$ cat src/hdl/dbc_pkg.sv
// Shared types, constants and helpers for the delimiter balance checker.
// No dependencies; imported by every module of the block.
package dbc_pkg;

    // Window and depth sizing
    localparam int MAX_TAG_BYTES = 8;
    localparam int DEPTH_BITS    = 16;
    localparam int FILL_W        = $clog2(MAX_TAG_BYTES + 1);
    localparam int IDX_W         = (MAX_TAG_BYTES > 1) ? $clog2(MAX_TAG_BYTES) : 1;
    localparam int LEN_W         = 4;
    localparam int SKIP_W        = IDX_W;
    localparam int TAG_W         = 8 * MAX_TAG_BYTES;
    localparam int CFG_W         = 64;
    localparam int CFG_IDX_W     = 2;

    // Configuration register indexes
    localparam logic [CFG_IDX_W-1:0] CFG_OPEN_TAG  = 2'd0;
    localparam logic [CFG_IDX_W-1:0] CFG_OPEN_LEN  = 2'd1;
    localparam logic [CFG_IDX_W-1:0] CFG_CLOSE_TAG = 2'd2;
    localparam logic [CFG_IDX_W-1:0] CFG_CLOSE_LEN = 2'd3;

    typedef logic [7:0]            t_byte;
    typedef logic [DEPTH_BITS-1:0] t_depth;

    // Window status handed from the cell row to the decision unit
    typedef struct packed {
        logic decidable;   // head position can be decided now
        logic head_last;   // head byte ends its stream
        logic open_hit;    // opening tag sits at the head
        logic close_hit;   // closing tag sits at the head
    } t_win_stat;

    // Clamp a configured tag length into 1..MAX_TAG_BYTES
    function automatic logic [LEN_W-1:0] eff_len(input logic [LEN_W-1:0] len);
        logic [LEN_W-1:0] res;
        res = len;
        if (len == '0) begin
            res = LEN_W'(1);
        end else if (len > LEN_W'(MAX_TAG_BYTES)) begin
            res = LEN_W'(MAX_TAG_BYTES);
        end
        return res;
    endfunction

endpackage

$ cat src/hdl/dbc_cell.sv
// One byte slot of the lookahead window: holds a byte and its end mark,
// shifts toward the head and compares itself against both tags. Uses dbc_pkg.
module dbc_cell
    import dbc_pkg::*;
(
    input  logic  i_clk,
    input  logic  i_shift,       // head dropped: take the neighbor's contents
    input  logic  i_load,        // new transfer lands in this slot
    input  t_byte i_load_byte,
    input  logic  i_load_last,
    input  t_byte i_next_byte,   // neighbor toward the tail
    input  logic  i_next_last,
    input  t_byte i_open_byte,   // tag bytes for this slot
    input  t_byte i_close_byte,
    input  logic  i_in_fill,     // slot lies below the fill count
    input  logic  i_prev_ok,     // every slot nearer the head is present and not last
    output t_byte o_byte,
    output logic  o_last,
    output logic  o_present,
    output logic  o_pass_ok,
    output logic  o_open_eq,
    output logic  o_close_eq
);

    t_byte r_byte;
    logic  r_last;
    t_byte n_byte;
    logic  n_last;

    // Load beats shift; otherwise hold
    always_comb begin
        n_byte = r_byte;
        n_last = r_last;
        if (i_load) begin
            n_byte = i_load_byte;
            n_last = i_load_last;
        end else if (i_shift) begin
            n_byte = i_next_byte;
            n_last = i_next_last;
        end
    end

    always_ff @(posedge i_clk) begin
        r_byte <= n_byte;
        r_last <= n_last;
    end

    // A slot counts only up to and including the first end mark
    assign o_present  = i_in_fill && i_prev_ok;
    assign o_pass_ok  = o_present && !r_last;
    assign o_open_eq  = o_present && (r_byte == i_open_byte);
    assign o_close_eq = o_present && (r_byte == i_close_byte);
    assign o_byte     = r_byte;
    assign o_last     = r_last;

endmodule

$ cat src/hdl/dbc_decide.sv
// Head decision unit: skip count, nesting depth, failure and overflow flags,
// and the verdict output register. Uses dbc_pkg.
module dbc_decide
    import dbc_pkg::*;
(
    input  logic             i_clk,
    input  logic             i_rst_n,
    input  t_win_stat        i_stat,
    input  logic [LEN_W-1:0] i_olen,
    input  logic [LEN_W-1:0] i_clen,
    input  logic             i_m_tready,
    output logic             o_drop,
    output logic             o_m_tvalid,
    output logic             o_balanced,
    output logic             o_unmatched_close,
    output logic             o_depth_overflow
);

    localparam t_depth DEPTH_MAX = '1;

    logic              r_failed, n_failed;
    logic              r_ovf, n_ovf;
    logic [SKIP_W-1:0] r_skip, n_skip;
    t_depth            r_depth, n_depth;
    logic              r_valid, n_valid;
    logic              r_bal, r_unm, r_dov;
    logic              go;
    logic              drop;
    logic              emit;

    always_comb begin
        n_failed = r_failed;
        n_ovf    = r_ovf;
        n_skip   = r_skip;
        n_depth  = r_depth;
        drop     = 1'b0;
        // Hold a stream end while the previous verdict waits
        go = i_stat.decidable && !(i_stat.head_last && r_valid && !i_m_tready);
        if (go) begin
            if (r_failed) begin
                drop = 1'b1;
            end else if (r_skip != '0) begin
                n_skip = r_skip - SKIP_W'(1);
                drop   = 1'b1;
            end else if (i_stat.open_hit) begin
                if (r_depth == DEPTH_MAX) begin
                    n_ovf = 1'b1;
                end else begin
                    n_depth = r_depth + t_depth'(1);
                end
                n_skip = SKIP_W'(i_olen - LEN_W'(1));
                drop   = 1'b1;
            end else if (i_stat.close_hit) begin
                if (r_depth == '0) begin
                    n_failed = 1'b1;
                end else begin
                    n_depth = r_depth - t_depth'(1);
                    n_skip  = SKIP_W'(i_clen - LEN_W'(1));
                    drop    = 1'b1;
                end
            end else begin
                drop = 1'b1;
            end
        end
        emit    = drop && i_stat.head_last;
        n_valid = emit || (r_valid && !i_m_tready);
    end

    // Advance stream state; clear it once the verdict is taken into the output register
    always_ff @(posedge i_clk) begin
        if (!i_rst_n) begin
            r_failed <= 1'b0;
            r_ovf    <= 1'b0;
            r_skip   <= '0;
            r_depth  <= '0;
            r_valid  <= 1'b0;
        end else begin
            r_valid <= n_valid;
            if (emit) begin
                r_failed <= 1'b0;
                r_ovf    <= 1'b0;
                r_skip   <= '0;
                r_depth  <= '0;
            end else begin
                r_failed <= n_failed;
                r_ovf    <= n_ovf;
                r_skip   <= n_skip;
                r_depth  <= n_depth;
            end
        end
    end

    // Verdict payload
    always_ff @(posedge i_clk) begin
        if (emit) begin
            r_bal <= !n_failed && !n_ovf && (n_depth == '0);
            r_unm <= n_failed;
            r_dov <= n_ovf;
        end
    end

    assign o_drop            = drop;
    assign o_m_tvalid        = r_valid;
    assign o_balanced        = r_bal;
    assign o_unmatched_close = r_unm;
    assign o_depth_overflow  = r_dov;

endmodule

$ cat src/hdl/delimiter_balance_checker_top.sv
// Top level of the delimiter balance checker: configuration registers,
// the row of window cells and the decision unit. Uses dbc_pkg, dbc_cell, dbc_decide.

// The block takes one text byte per cycle on s_axis while s_axis_tready is high,
// and gives one three-bit verdict on m_axis per stream, after the byte marked by
// tlast. Bytes shift through a row of eight window cells; the head position is
// decided once eight bytes stand in the window or the stream's last byte has
// arrived, one position per cycle in the decision unit unless the head is held.
// The verdict is registered as the last byte leaves the head, after every
// undecided position still in the window and any stall of a previous verdict on
// m_axis; a closing tag at depth zero fails the stream and holds the head for
// one more decision. Bytes of the next stream are taken meanwhile while the
// window has room. s_axis_tready falls only when the window is full and the head
// cannot move: a verdict stalled on m_axis, or the cycle a closing tag is met at
// depth zero. The user writes configuration only between streams; not enforced.
module delimiter_balance_checker_top
    import dbc_pkg::*;
(
    input  logic                 i_clk,
    input  logic                 i_rst_n,
    // configuration write port
    input  logic                 i_cfg_we,
    input  logic [CFG_IDX_W-1:0] i_cfg_index,
    input  logic [CFG_W-1:0]     i_cfg_wdata,
    // text stream
    input  logic                 s_axis_tvalid,
    output logic                 s_axis_tready,
    input  logic [7:0]           s_axis_tdata,   // [7:0] text_byte
    input  logic                 s_axis_tlast,   // final_byte
    // verdict stream
    output logic                 m_axis_tvalid,
    input  logic                 m_axis_tready,
    output logic [7:0]           m_axis_tdata    // [0] balanced, [1] unmatched_close,
                                                 // [2] depth_overflow, [7:3] zero
);

    logic [TAG_W-1:0]  r_open_tag;
    logic [TAG_W-1:0]  r_close_tag;
    logic [LEN_W-1:0]  r_open_len;
    logic [LEN_W-1:0]  r_close_len;
    logic [FILL_W-1:0] r_fill, n_fill;

    logic [LEN_W-1:0]  olen, clen;
    logic              acc;
    logic              drop;
    logic [IDX_W-1:0]  widx;
    t_win_stat         stat;

    t_byte             cell_byte [MAX_TAG_BYTES];
    logic [MAX_TAG_BYTES-1:0] cell_last;
    logic [MAX_TAG_BYTES-1:0] cell_present;
    logic [MAX_TAG_BYTES-1:0] cell_pass;
    logic [MAX_TAG_BYTES-1:0] cell_open_eq;
    logic [MAX_TAG_BYTES-1:0] cell_close_eq;
    logic [MAX_TAG_BYTES-1:0] open_ok;
    logic [MAX_TAG_BYTES-1:0] close_ok;

    logic bal, unm, dov;

    // Configuration writes
    always_ff @(posedge i_clk) begin
        if (!i_rst_n) begin
            r_open_tag  <= '0;
            r_close_tag <= '0;
            r_open_len  <= LEN_W'(1);
            r_close_len <= LEN_W'(1);
        end else if (i_cfg_we) begin
            case (i_cfg_index)
                CFG_OPEN_TAG:  r_open_tag  <= i_cfg_wdata[TAG_W-1:0];
                CFG_OPEN_LEN:  r_open_len  <= i_cfg_wdata[LEN_W-1:0];
                CFG_CLOSE_TAG: r_close_tag <= i_cfg_wdata[TAG_W-1:0];
                CFG_CLOSE_LEN: r_close_len <= i_cfg_wdata[LEN_W-1:0];
                default: ;
            endcase
        end
    end

    assign olen = eff_len(r_open_len);
    assign clen = eff_len(r_close_len);

    // Take a transfer while a slot is free or the head leaves this cycle
    assign s_axis_tready = (r_fill != FILL_W'(MAX_TAG_BYTES)) || drop;
    assign acc           = s_axis_tvalid && s_axis_tready;
    assign widx          = drop ? (r_fill[IDX_W-1:0] - IDX_W'(1)) : r_fill[IDX_W-1:0];
    assign n_fill        = r_fill + FILL_W'(acc) - FILL_W'(drop);

    always_ff @(posedge i_clk) begin
        if (!i_rst_n) begin
            r_fill <= '0;
        end else begin
            r_fill <= n_fill;
        end
    end

    // Row of window cells, head at index 0
    for (genvar k = 0; k < MAX_TAG_BYTES; k++) begin : g_cell
        t_byte next_byte;
        logic  next_last;
        logic  prev_ok;

        if (k == MAX_TAG_BYTES - 1) begin : g_tail
            assign next_byte = s_axis_tdata;
            assign next_last = s_axis_tlast;
        end else begin : g_mid
            assign next_byte = cell_byte[k+1];
            assign next_last = cell_last[k+1];
        end

        if (k == 0) begin : g_head
            assign prev_ok = 1'b1;
        end else begin : g_rest
            assign prev_ok = cell_pass[k-1];
        end

        dbc_cell u_cell (
            .i_clk        (i_clk),
            .i_shift      (drop),
            .i_load       (acc && (widx == IDX_W'(k))),
            .i_load_byte  (s_axis_tdata),
            .i_load_last  (s_axis_tlast),
            .i_next_byte  (next_byte),
            .i_next_last  (next_last),
            .i_open_byte  (r_open_tag[8*k +: 8]),
            .i_close_byte (r_close_tag[8*k +: 8]),
            .i_in_fill    (r_fill > FILL_W'(k)),
            .i_prev_ok    (prev_ok),
            .o_byte       (cell_byte[k]),
            .o_last       (cell_last[k]),
            .o_present    (cell_present[k]),
            .o_pass_ok    (cell_pass[k]),
            .o_open_eq    (cell_open_eq[k]),
            .o_close_eq   (cell_close_eq[k])
        );

        // Slots past the tag length do not take part in the match
        assign open_ok[k]  = (LEN_W'(k) >= olen) || cell_open_eq[k];
        assign close_ok[k] = (LEN_W'(k) >= clen) || cell_close_eq[k];
    end

    // Window status for the head position
    assign stat.decidable = (r_fill == FILL_W'(MAX_TAG_BYTES)) || |(cell_present & cell_last);
    assign stat.head_last = cell_last[0];
    assign stat.open_hit  = &open_ok;
    assign stat.close_hit = &close_ok;

    dbc_decide u_decide (
        .i_clk             (i_clk),
        .i_rst_n           (i_rst_n),
        .i_stat            (stat),
        .i_olen            (olen),
        .i_clen            (clen),
        .i_m_tready        (m_axis_tready),
        .o_drop            (drop),
        .o_m_tvalid        (m_axis_tvalid),
        .o_balanced        (bal),
        .o_unmatched_close (unm),
        .o_depth_overflow  (dov)
    );

    assign m_axis_tdata = {5'b0, dov, unm, bal};

    // Checks
    a_fill_bound: assert property (@(posedge i_clk) disable iff (!i_rst_n)
        r_fill <= FILL_W'(MAX_TAG_BYTES))
        else $error("window fill beyond capacity");

    a_stall_full: assert property (@(posedge i_clk) disable iff (!i_rst_n)
        !s_axis_tready |-> (r_fill == FILL_W'(MAX_TAG_BYTES)))
        else $error("input stalled with free window slots");

    a_verdict_at_end: assert property (@(posedge i_clk) disable iff (!i_rst_n)
        $rose(m_axis_tvalid) |-> $past(drop && cell_last[0]))
        else $error("verdict raised without a stream end leaving the head");

    a_verdict_excl: assert property (@(posedge i_clk) disable iff (!i_rst_n)
        m_axis_tvalid |-> !(m_axis_tdata[0] && (m_axis_tdata[1] || m_axis_tdata[2])))
        else $error("balanced verdict together with a failure flag");

endmodule
$ cat config.mk
export PLATFORM = sky130hd
export DESIGN_NAME = delimiter_balance_checker_top
export DESIGN_NICKNAME = d
export VERILOG_FILES = /design/src/hdl/dbc_pkg.sv /design/src/hdl/dbc_cell.sv /design/src/hdl/dbc_decide.sv /design/src/hdl/delimiter_balance_checker_top.sv
export SDC_FILE = /design/constraint.sdc
export NUM_CORES = 1
export LEC_CHECK = 0
export BUFFER_PORTS_ARGS = -buffer_cell sky130_fd_sc_hd__buf_4
export CAP_MARGIN = 20
export CORE_MARGIN = 4
export CORE_UTILIZATION = 55
export DETAILED_ROUTE_END_ITERATION = 10
export PLACE_DENSITY = 0.82
export SYNTH_ARGS = -nofsm -noshare
export SYNTH_HDL_FRONTEND = slang
export SYNTH_HIERARCHICAL = 1
export SYNTH_SLANG_ARGS = --single-unit
$ cat constraint.sdc
create_clock -name i_clk -period 9.3 [get_ports i_clk]
set_input_delay 1.86 -clock i_clk [delete_from_list [all_inputs] [get_ports i_clk]]
set_output_delay 1.86 -clock i_clk [all_outputs]
set_load 0.01 [all_outputs]
==> results of run 1 <==
==> through the flow <==
step,utilization,setup WS (ns),hold WS [ns]
floorplan,-,3.27,0.447
global placement,0.585,2.41,0.452
detailed placement,0.585,2.27,0.459
CTS,0.620,1.62,0.467
global route,0.621,0.830,0.484
finish,0.621,1.54,0.464
==> sequential cells by signal, indices dropped and copies added, names as in the netlist, 3 cells and up <==
signal / flops
r_close_len: 4
u_decide/r_depth: 16
r_close_tag: 64
u_decide/r_skip: 3
g_cell.u_cell/o_last: 8
r_fill: 4
r_open_len: 4
r_open_tag: 64
g_cell.u_cell/o_byte: 64
==> critical path: cells and delay by family (launching register included) <==
family          cells  cell delay [ns]
buf+inv             4             0.83
simple gates       22             2.95
fa+ha+maj           1             0.26
compound gates      3             0.70
flops               1             0.60
==> routing by layer <==
layer | up-vias | GRT usage | wire, microns
met4 | 0 | 0.0809 | 1090
met1 | 4745 | 0.337 | 13700
met5 | - | 0 | 0
met2 | 428 | 0.414 | 15400
li1 | 4651 | - | -
met3 | 77 | 0.0440 | 2660
==> layout make-up <==
class	instances	area, sq um
tap	285	357
fill	1861	8570
sequential	237	5500
multi-input combinational	977	6560
timing repair buffer	92	703
clock inverter	6	68.8
inverter	30	113
clock buffer	40	713
==> worst paths after layout <==
path | startpoint | endpoint | slack [ns] | cells after the start
hold reg to reg | r_close_tag[17] | r_close_tag[17] | 0.46 | 2
setup / recovery | r_fill[1] | s_axis_tready | 1.54 | 30
setup reg to reg | r_fill[1] | g_cell[7].u_cell/o_byte[7] | 2.41 | 32
hold / removal | r_close_tag[17] | r_close_tag[17] | 0.46 | 2
==> placed cells by master (no fill, tap or decap), types with 13 or more instances in the layout <==
cell type / n
edfxtp_1: 75
a21oi_1: 13
nor2b_1: 17
ha_1: 18
o21ai_0: 18
a21boi_1: 102
xor2_1: 20
mux2_2: 74
clkbuf_1: 13
nand3_1: 33
xnor2_1: 114
nor4_2: 18
nand4_1: 24
a21boi_0: 27
nand2_1: 288
inv_1: 30
buf_4: 91
clkbuf_16: 26
nor2_1: 46
dfxtp_1: 162
==> where the power goes <==
part / total (mW) / switching [mW] / internal (mW)
Combinational: 1.23 / 0.678 / 0.551
Clock: 0.966 / 0.411 / 0.556
Sequential: 1.70 / 0.279 / 1.42
Total: 3.89 / 1.37 / 2.53
==> reports/results.ini, run 1 <==
[logic_synthesis]
yosysWarnings = 6
syn_inst = 1313
avgSynthCellArea_sq_um = 9.58
syn_area_sq_um = 12600

[floorplanning]
io_pins = 90
dieArea_sq_um = 25400
initial_utilization = 0.557
die_width_microns = 159
fp.dieH_microns = 159
row_count = 55
coreArea_sq_um = 22600

[layout]
drive_above_1_share = 0.176
layout.nets = 1462
antenna_cells = 0
finish.instance_area_sq_um = 14000
stdcell_count = 1667
syn_to_final_growth_pct = 11.3

[timing]
slew_headroom = 0.387
fin_skew_ns = 0.0207
drv_slew = 0
tns_ns = 0
tightest_slew_ns = 0.916
period_minus_slack_ns = 7.76
rsz0062_at_grt = no
hold_viol_final = 0
setup_viol = 0
fmax_mhz = 129
finalCritPeriodShare = 0.834

[route]
wire_per_inst_microns = 19.7
route.vias.total = 9901
wirelength_mm = 32.9
ant_nets = 0
drt_iter0_drc = 980
first_pass_iters = 5
drc_errors = 0
viasPerCell = 5.94

[placement]
gp_congestion = 0.969
dpl_cell_area_sq_um = 13200
dp_cells = 1620
dp_hpwl_mm = 23.1
io_buffers = 84

[cts]
root_buffer = clkbuf_16
clk_pin_slew_worst_paths_ns = 0.06
cts_buffers = 25
cts_hold_buffers = 0
cts_tree = done
ctsResizeCount = 0
numClockSinks = 237
clk_latency_ns = 0.55
cts.htree.levels = 1
cts_buffer_depth = 3
post_cts_buffers = 0

[worst_hold_path]
holdCritPathClass = reg2reg

[flow_run]
drv_cap = 0

[global_routing]
grt_pass1_vias = 9543
grt_pass1_wl_mm = 52.2
overflow = 0
grt_max_degree = 141
antenna_found_initial = 0
grtUsageTotal = 0.251

[critical_path]
end_kind = output pin
critPathKind = reg2out
worstPathArrival_ns = 5.90
crit_slowest_cell = dfxtp_1
required_ns = 7.44
crit_path_max_fanout = 17
crit_path_frequent_cell = nand2_1
max_stage_delay_ns = 0.60
start_kind = register

[power]
finalPower_mw = 3.89
leakage_nw = 4.92
power.density_nw_per_um2 = 278
peakVddDrop_v = 0.000151

[run_status]
status = completed

Power figures use the tool's default switching activity.
==> inputs of run 2 (changes only) <==
--- a/config.mk
+++ b/config.mk
@@ -10,7 +10,7 @@
 export CORE_MARGIN = 4
 export CORE_UTILIZATION = 55
 export DETAILED_ROUTE_END_ITERATION = 10
-export PLACE_DENSITY = 0.82
+export PLACE_DENSITY = 0.85
 export SYNTH_ARGS = -nofsm -noshare
 export SYNTH_HDL_FRONTEND = slang
 export SYNTH_HIERARCHICAL = 1
==> constraint.sdc (replaced) <==
create_clock -name i_clk -period 6.6 [get_ports i_clk]
set_input_delay 1.32 -clock i_clk [delete_from_list [all_inputs] [get_ports i_clk]]
set_output_delay 1.32 -clock i_clk [all_outputs]
set_load 0.01 [all_outputs]
==> reports/results.ini, run 2 (same netlist as run 1, synthesis figures left out) <==
[timing]
hold_viol_final = 0  ; unchanged
setup_viol = 0  ; unchanged
fin_skew_ns = 0.0152  ; -0.00551 ns
tightest_slew_ns = 0.926  ; +0.00969 ns
hold_ws_ns = 0.467  ; +0.00306 ns
drv_slew = 0  ; unchanged
slew_headroom = 0.383  ; -0.00420
rsz0062_at_grt = no
period_minus_slack_ns = 6.21
finalCritPeriodShare = 0.942
fmax_mhz = 161
tns_ns = 0  ; unchanged

[worst_hold_path]
worstHoldStart = r_open_tag[46]
whs_endpoint = r_open_tag[46]
min_path_cells = 2  ; unchanged
holdCritPathClass = reg2reg

[critical_path]
rrSetupSlack_ns = 0.73  ; -1.68 ns
crit_path_max_fanout = 8  ; -9
rr_worst_depth = 30  ; -6.3%
worstPathArrival_ns = 4.89  ; -1.01 ns
critPathKind = reg2out
crit_slowest_cell = dfxtp_2
r2r-end = g_cell[5].u_cell/o_byte[5]
crit_family = simple AND/OR/NAND/NOR gates
reg2reg_from = r_fill[2]
required_ns = 5.28  ; -2.16 ns
max_stage_delay_ns = 0.40  ; -0.20 ns
end_kind = output pin
start_kind = register
cp_num_buf_inv = 4  ; unchanged

[route]
wire_per_inst_microns = 20.2  ; +2.2%
wirelength_mm = 33.8  ; +2.8%
first_pass_iters = 5  ; unchanged
drt_iter0_drc = 1082  ; +10%
route.vias.total = 10100  ; +1.7%
viasPerCell = 6.00  ; +1.1%
drc_errors = 0  ; unchanged
ant_nets = 0  ; unchanged

[global_routing]
overflow = 0  ; unchanged
grt_pass1_wl_mm = 52.8  ; +1.1%
grt_pass1_vias = 9721  ; +1.9%
antenna_found_initial = 0  ; unchanged
grtUsageTotal = 0.255  ; +0.00410
grt_max_degree = 101  ; -28%

[power]
peakVddDrop_v = 0.000262  ; +73%
leakage_nw = 5.02  ; +2.0%
power.density_nw_per_um2 = 399  ; +44%

[layout]
layout.nets = 1471  ; +0.62%
final_common_cell = nand2_1
utilization = 0.628  ; +0.00776
stdcell_count = 1677  ; +0.60%
final_cell_mix = 286 x nand2_1, 159 x dfxtp_1, 114 x xnor2_1, 102 x a21boi_1, 100 x buf_4
n_fill_cell = 1738  ; -6.6%
syn_to_final_growth_pct = 12.7
antenna_cells = 0  ; unchanged
drive_above_1_share = 0.194  ; +0.0181

[floorplanning]
row_count = 55  ; unchanged
fp.dieH_microns = 159  ; unchanged
initial_utilization = 0.557  ; unchanged
dieArea_sq_um = 25400  ; unchanged
die_width_microns = 159  ; unchanged
io_pins = 90  ; unchanged
coreArea_sq_um = 22600  ; unchanged

[cts]
clk_latency_ns = 0.54  ; about the same
cts_hold_buffers = 0  ; unchanged
cts_tree = done
cts.htree.levels = 1  ; unchanged
numClockSinks = 237  ; unchanged
cts_buffers = 26  ; +4.0%
clk_pin_slew_worst_paths_ns = 0.06  ; about the same
root_buffer = clkbuf_16
cts_buffer_depth = 3  ; unchanged

[flow_run]
drv_cap = 0  ; unchanged

[placement]
io_buffers = 84  ; unchanged
dp_hpwl_mm = 23.4  ; +1.5%
dp_cells = 1628  ; +0.49%
gp_congestion = 0.949  ; -2.1%

[run_status]
status = completed

## run 2: layout make-up
type                       count  area [sq um]  area share
clock buffer                  37           763      0.0538
clock inverter                11           129     0.00909
inverter                      30           113     0.00794
multi-input combinational    977          6570       0.463
sequential                   237          5500       0.388
tap                          285           357      0.0251
timing repair buffer         100           751      0.0529
## run 2: worst max path at each step
stage	start	to	cells after the start
after global routing	r_fill[1]	s_axis_tready	28
final	r_fill[2]	s_axis_tready	28
after floorplan	r_fill[1]	s_axis_tready	30
after global placement	r_fill[1]	s_axis_tready	28
after detailed placement	r_fill[1]	g_cell[5].u_cell/o_byte[6]	30
after CTS	r_fill[0]	s_axis_tready	28
## run 2: what timing repair did
action,CTS,global route
gates cloned,0,0
setup endpoints to repair,1,52
resized for setup,2,7
pin swaps,0,2
buffers inserted,1,0
## run 2: worst reg2reg max path: cells and delay by family, from the launching register on
family                     cells  cell delay (ns)
DFF                            1             0.40
AOI/OAI and AO/OA              5             1.29
adders and majority gates      1             0.27
and+or+nand+nor               21             3.34
buffers and inverters          3             0.32
## run 2: through the flow
| stage | worst slack (ns) | power, mW | area (sq um) |
|---|---|---|---|
| final | 0.386 | 5.66 | 14200 |
| after global routing | 0.00413 | 5.91 | 14200 |
| after CTS | 0.132 | 5.63 | 14200 |
| after detailed placement | 0.355 | 4.11 | 13300 |
| after global placement | 0.575 | 4.07 | 13300 |
| after floorplan | 1.11 | 3.57 | 12600 |
## run 2: power by group
group | internal [mW] | switching (mW) | total, mW
combinational | 0.802 | 0.977 | 1.78
clock | 0.889 | 0.613 | 1.50
sequential | 2.00 | 0.378 | 2.38
total | 3.70 | 1.97 | 5.66
## run 2: routing by layer
layer  routed length [microns]  global-route usage
met5                         0                   0
met4                       981              0.0828
met3                      2720              0.0381
met2                     16100               0.424
met1                     14100               0.344
==> inputs of run 3 (changes only) <==
--- a/config.mk
+++ b/config.mk
@@ -10,7 +10,7 @@
 export CORE_MARGIN = 4
 export CORE_UTILIZATION = 55
 export DETAILED_ROUTE_END_ITERATION = 10
-export PLACE_DENSITY = 0.85
+export PLACE_DENSITY = 0.86
 export SYNTH_ARGS = -nofsm -noshare
 export SYNTH_HDL_FRONTEND = slang
 export SYNTH_HIERARCHICAL = 1
==> reports/results.ini, run 3 (same netlist as run 1, synthesis figures left out) <==
[floorplanning]
row_count = 55  ; unchanged
fp.dieH_microns = 159  ; unchanged
io_pins = 90  ; unchanged
die_width_microns = 159  ; unchanged
dieArea_sq_um = 25400  ; unchanged
initial_utilization = 0.557  ; unchanged
coreArea_sq_um = 22600  ; unchanged

[timing]
fin_skew_ns = 0.0270  ; +0.0118 ns
fin_ws_ns = 0.266  ; -0.120 ns
tns_ns = 0  ; unchanged
tightest_slew_ns = 0.914  ; -0.0121 ns
hold_ws_ns = 0.465  ; -0.00236 ns
drv_slew = 0  ; unchanged
fmax_mhz = 158  ; -1.9%
hold_viol_final = 0  ; unchanged
period_minus_slack_ns = 6.33  ; +0.120 ns
slew_headroom = 0.391  ; +0.00807
setup_viol = 0  ; unchanged
finalCritPeriodShare = 0.960  ; +0.0182

[power]
leakage_nw = 5.00  ; -0.44%
peakVddDrop_v = 0.000263  ; +0.29%
power.density_nw_per_um2 = 397  ; -0.68%

[route]
route.vias.total = 10200  ; +1.5%
drt_iter0_drc = 1125  ; +4.0%
ant_nets = 0  ; unchanged
drc_errors = 0  ; unchanged
wirelength_mm = 35.1  ; +3.8%
first_pass_iters = 5  ; unchanged
wire_per_inst_microns = 20.9  ; +3.8%
viasPerCell = 6.10  ; +1.5%

[layout]
syn_to_final_growth_pct = 12.4
final_cell_mix = 283 x nand2_1, 160 x dfxtp_1, 114 x xnor2_1, 102 x a21boi_1, 102 x buf_4
antenna_cells = 0  ; unchanged
drive_above_1_share = 0.197  ; +0.00287
layout.nets = 1472  ; +0.068%
final_common_cell = nand2_1

[global_routing]
antenna_found_initial = 0  ; unchanged
grt_max_degree = 104  ; +3.0%
grt_pass1_wl_mm = 54.9  ; +4.1%
grtUsageTotal = 0.266  ; +0.0107
grt_pass1_vias = 9899  ; +1.8%
overflow = 0  ; unchanged

[run_status]
status = completed

[critical_path]
crit_slowest_cell = dfxtp_4
max_stage_delay_ns = 0.41  ; about the same
start_kind = register
crit_path_frequent_cell = nor2_1
end_kind = output pin
critPathKind = reg2out
worstPathArrival_ns = 5.01  ; +0.12 ns
required_ns = 5.28  ; about the same
crit_path_max_fanout = 10  ; +2

[cts]
cts.htree.levels = 1  ; unchanged
clk_pin_slew_worst_paths_ns = 0.06  ; about the same
cts_tree = done
cts_buffer_depth = 3  ; unchanged
cts_hold_buffers = 0  ; unchanged
cts_buffers = 25  ; -3.8%
root_buffer = clkbuf_16
clk_latency_ns = 0.54  ; about the same
numClockSinks = 237  ; unchanged

[placement]
io_buffers = 84  ; unchanged
gp_congestion = 0.921  ; -3.0%
dp_hpwl_mm = 24.2  ; +3.2%
dp_slack_ns = 0.457  ; +0.102 ns

[worst_hold_path]
holdCritPathClass = reg2reg

[flow_run]
drv_cap = 0  ; unchanged

[run 3: cell count changes in the layout (fill, tap and decap cells not counted), moves of 2 or more]
cell	delta
clkbuf_2	+2
clkbuf_1	-2
clkinv_1	+2
nand2_1	-3
buf_4	+2
dfxtp_2	-2
nand2_2	+3
[run 3: report_power, final]
| group | total (mW) | leakage, nW | internal, mW | switching (mW) |
|---|---|---|---|---|
| clock network | 1.40 | 0.407 | 0.808 | 0.591 |
| logic | 1.81 | 2.57 | 0.814 | 0.999 |
| registers | 2.39 | 2.03 | 2.00 | 0.390 |
| total | 5.61 | 5.00 | 3.63 | 1.98 |
[run 3: cell type report]
cell class	count	area (sq um)
Fill cell	1794	8430
Multi-Input combinational cell	977	6580
Sequential cell	237	5500
Timing Repair Buffer	102	766
Clock buffer	35	727
Tap cell	285	357
Inverter	30	116
Clock inverter	11	85.1
[run 3: worst max-delay path, delay by kind of cell (launching register included)]
kind	cells	cell delay, ns
adders and majority gates	1	0.25
and+or+nand+nor	16	2.11
AOI/OAI and AO/OA	6	0.94
buffers and inverters	6	0.77
DFF	1	0.41
[run 3: per-stage QoR]
stage | cells | area, sq um | power (mW) | util
6_report | 1677 | 14100 | 5.61 | 0.626
5_1_grt | 1677 | 14100 | 5.83 | 0.626
4_1_cts | 1675 | 14100 | 5.56 | 0.624
3_5_place_dp | 1629 | 13300 | 4.12 | 0.588
3_3_place_gp | 1629 | 13300 | 4.06 | 0.588
2_1_floorplan | 1317 | 12600 | 3.57 | -
[run 3: final timing paths]
path                 start                    endpoint  slack, ns  depth (start not counted)
max              r_fill[0]               s_axis_tready       0.27                         29
min          r_open_tag[0]               r_open_tag[0]       0.47                          2
max reg2reg      r_fill[0]  g_cell[5].u_cell/o_byte[1]       0.75                         32
min reg2reg  r_open_tag[0]               r_open_tag[0]       0.47                          2
[run 3: per-layer routing]
layer	GRT usage	share of wire	up-vias
met3	0.0349	0.078	106
li1	-	-	4685
met4	0.0982	0.039	0
met5	0	0	-
met2	0.441	0.47	530
met1	0.357	0.41	4901
[run 3: timing repair]
action	CTS	global route
pin swaps	0	1
setup endpoints to repair	1	35
setup buffers	0	2
hold endpoints to repair	0	0
gates resized for setup	3	12
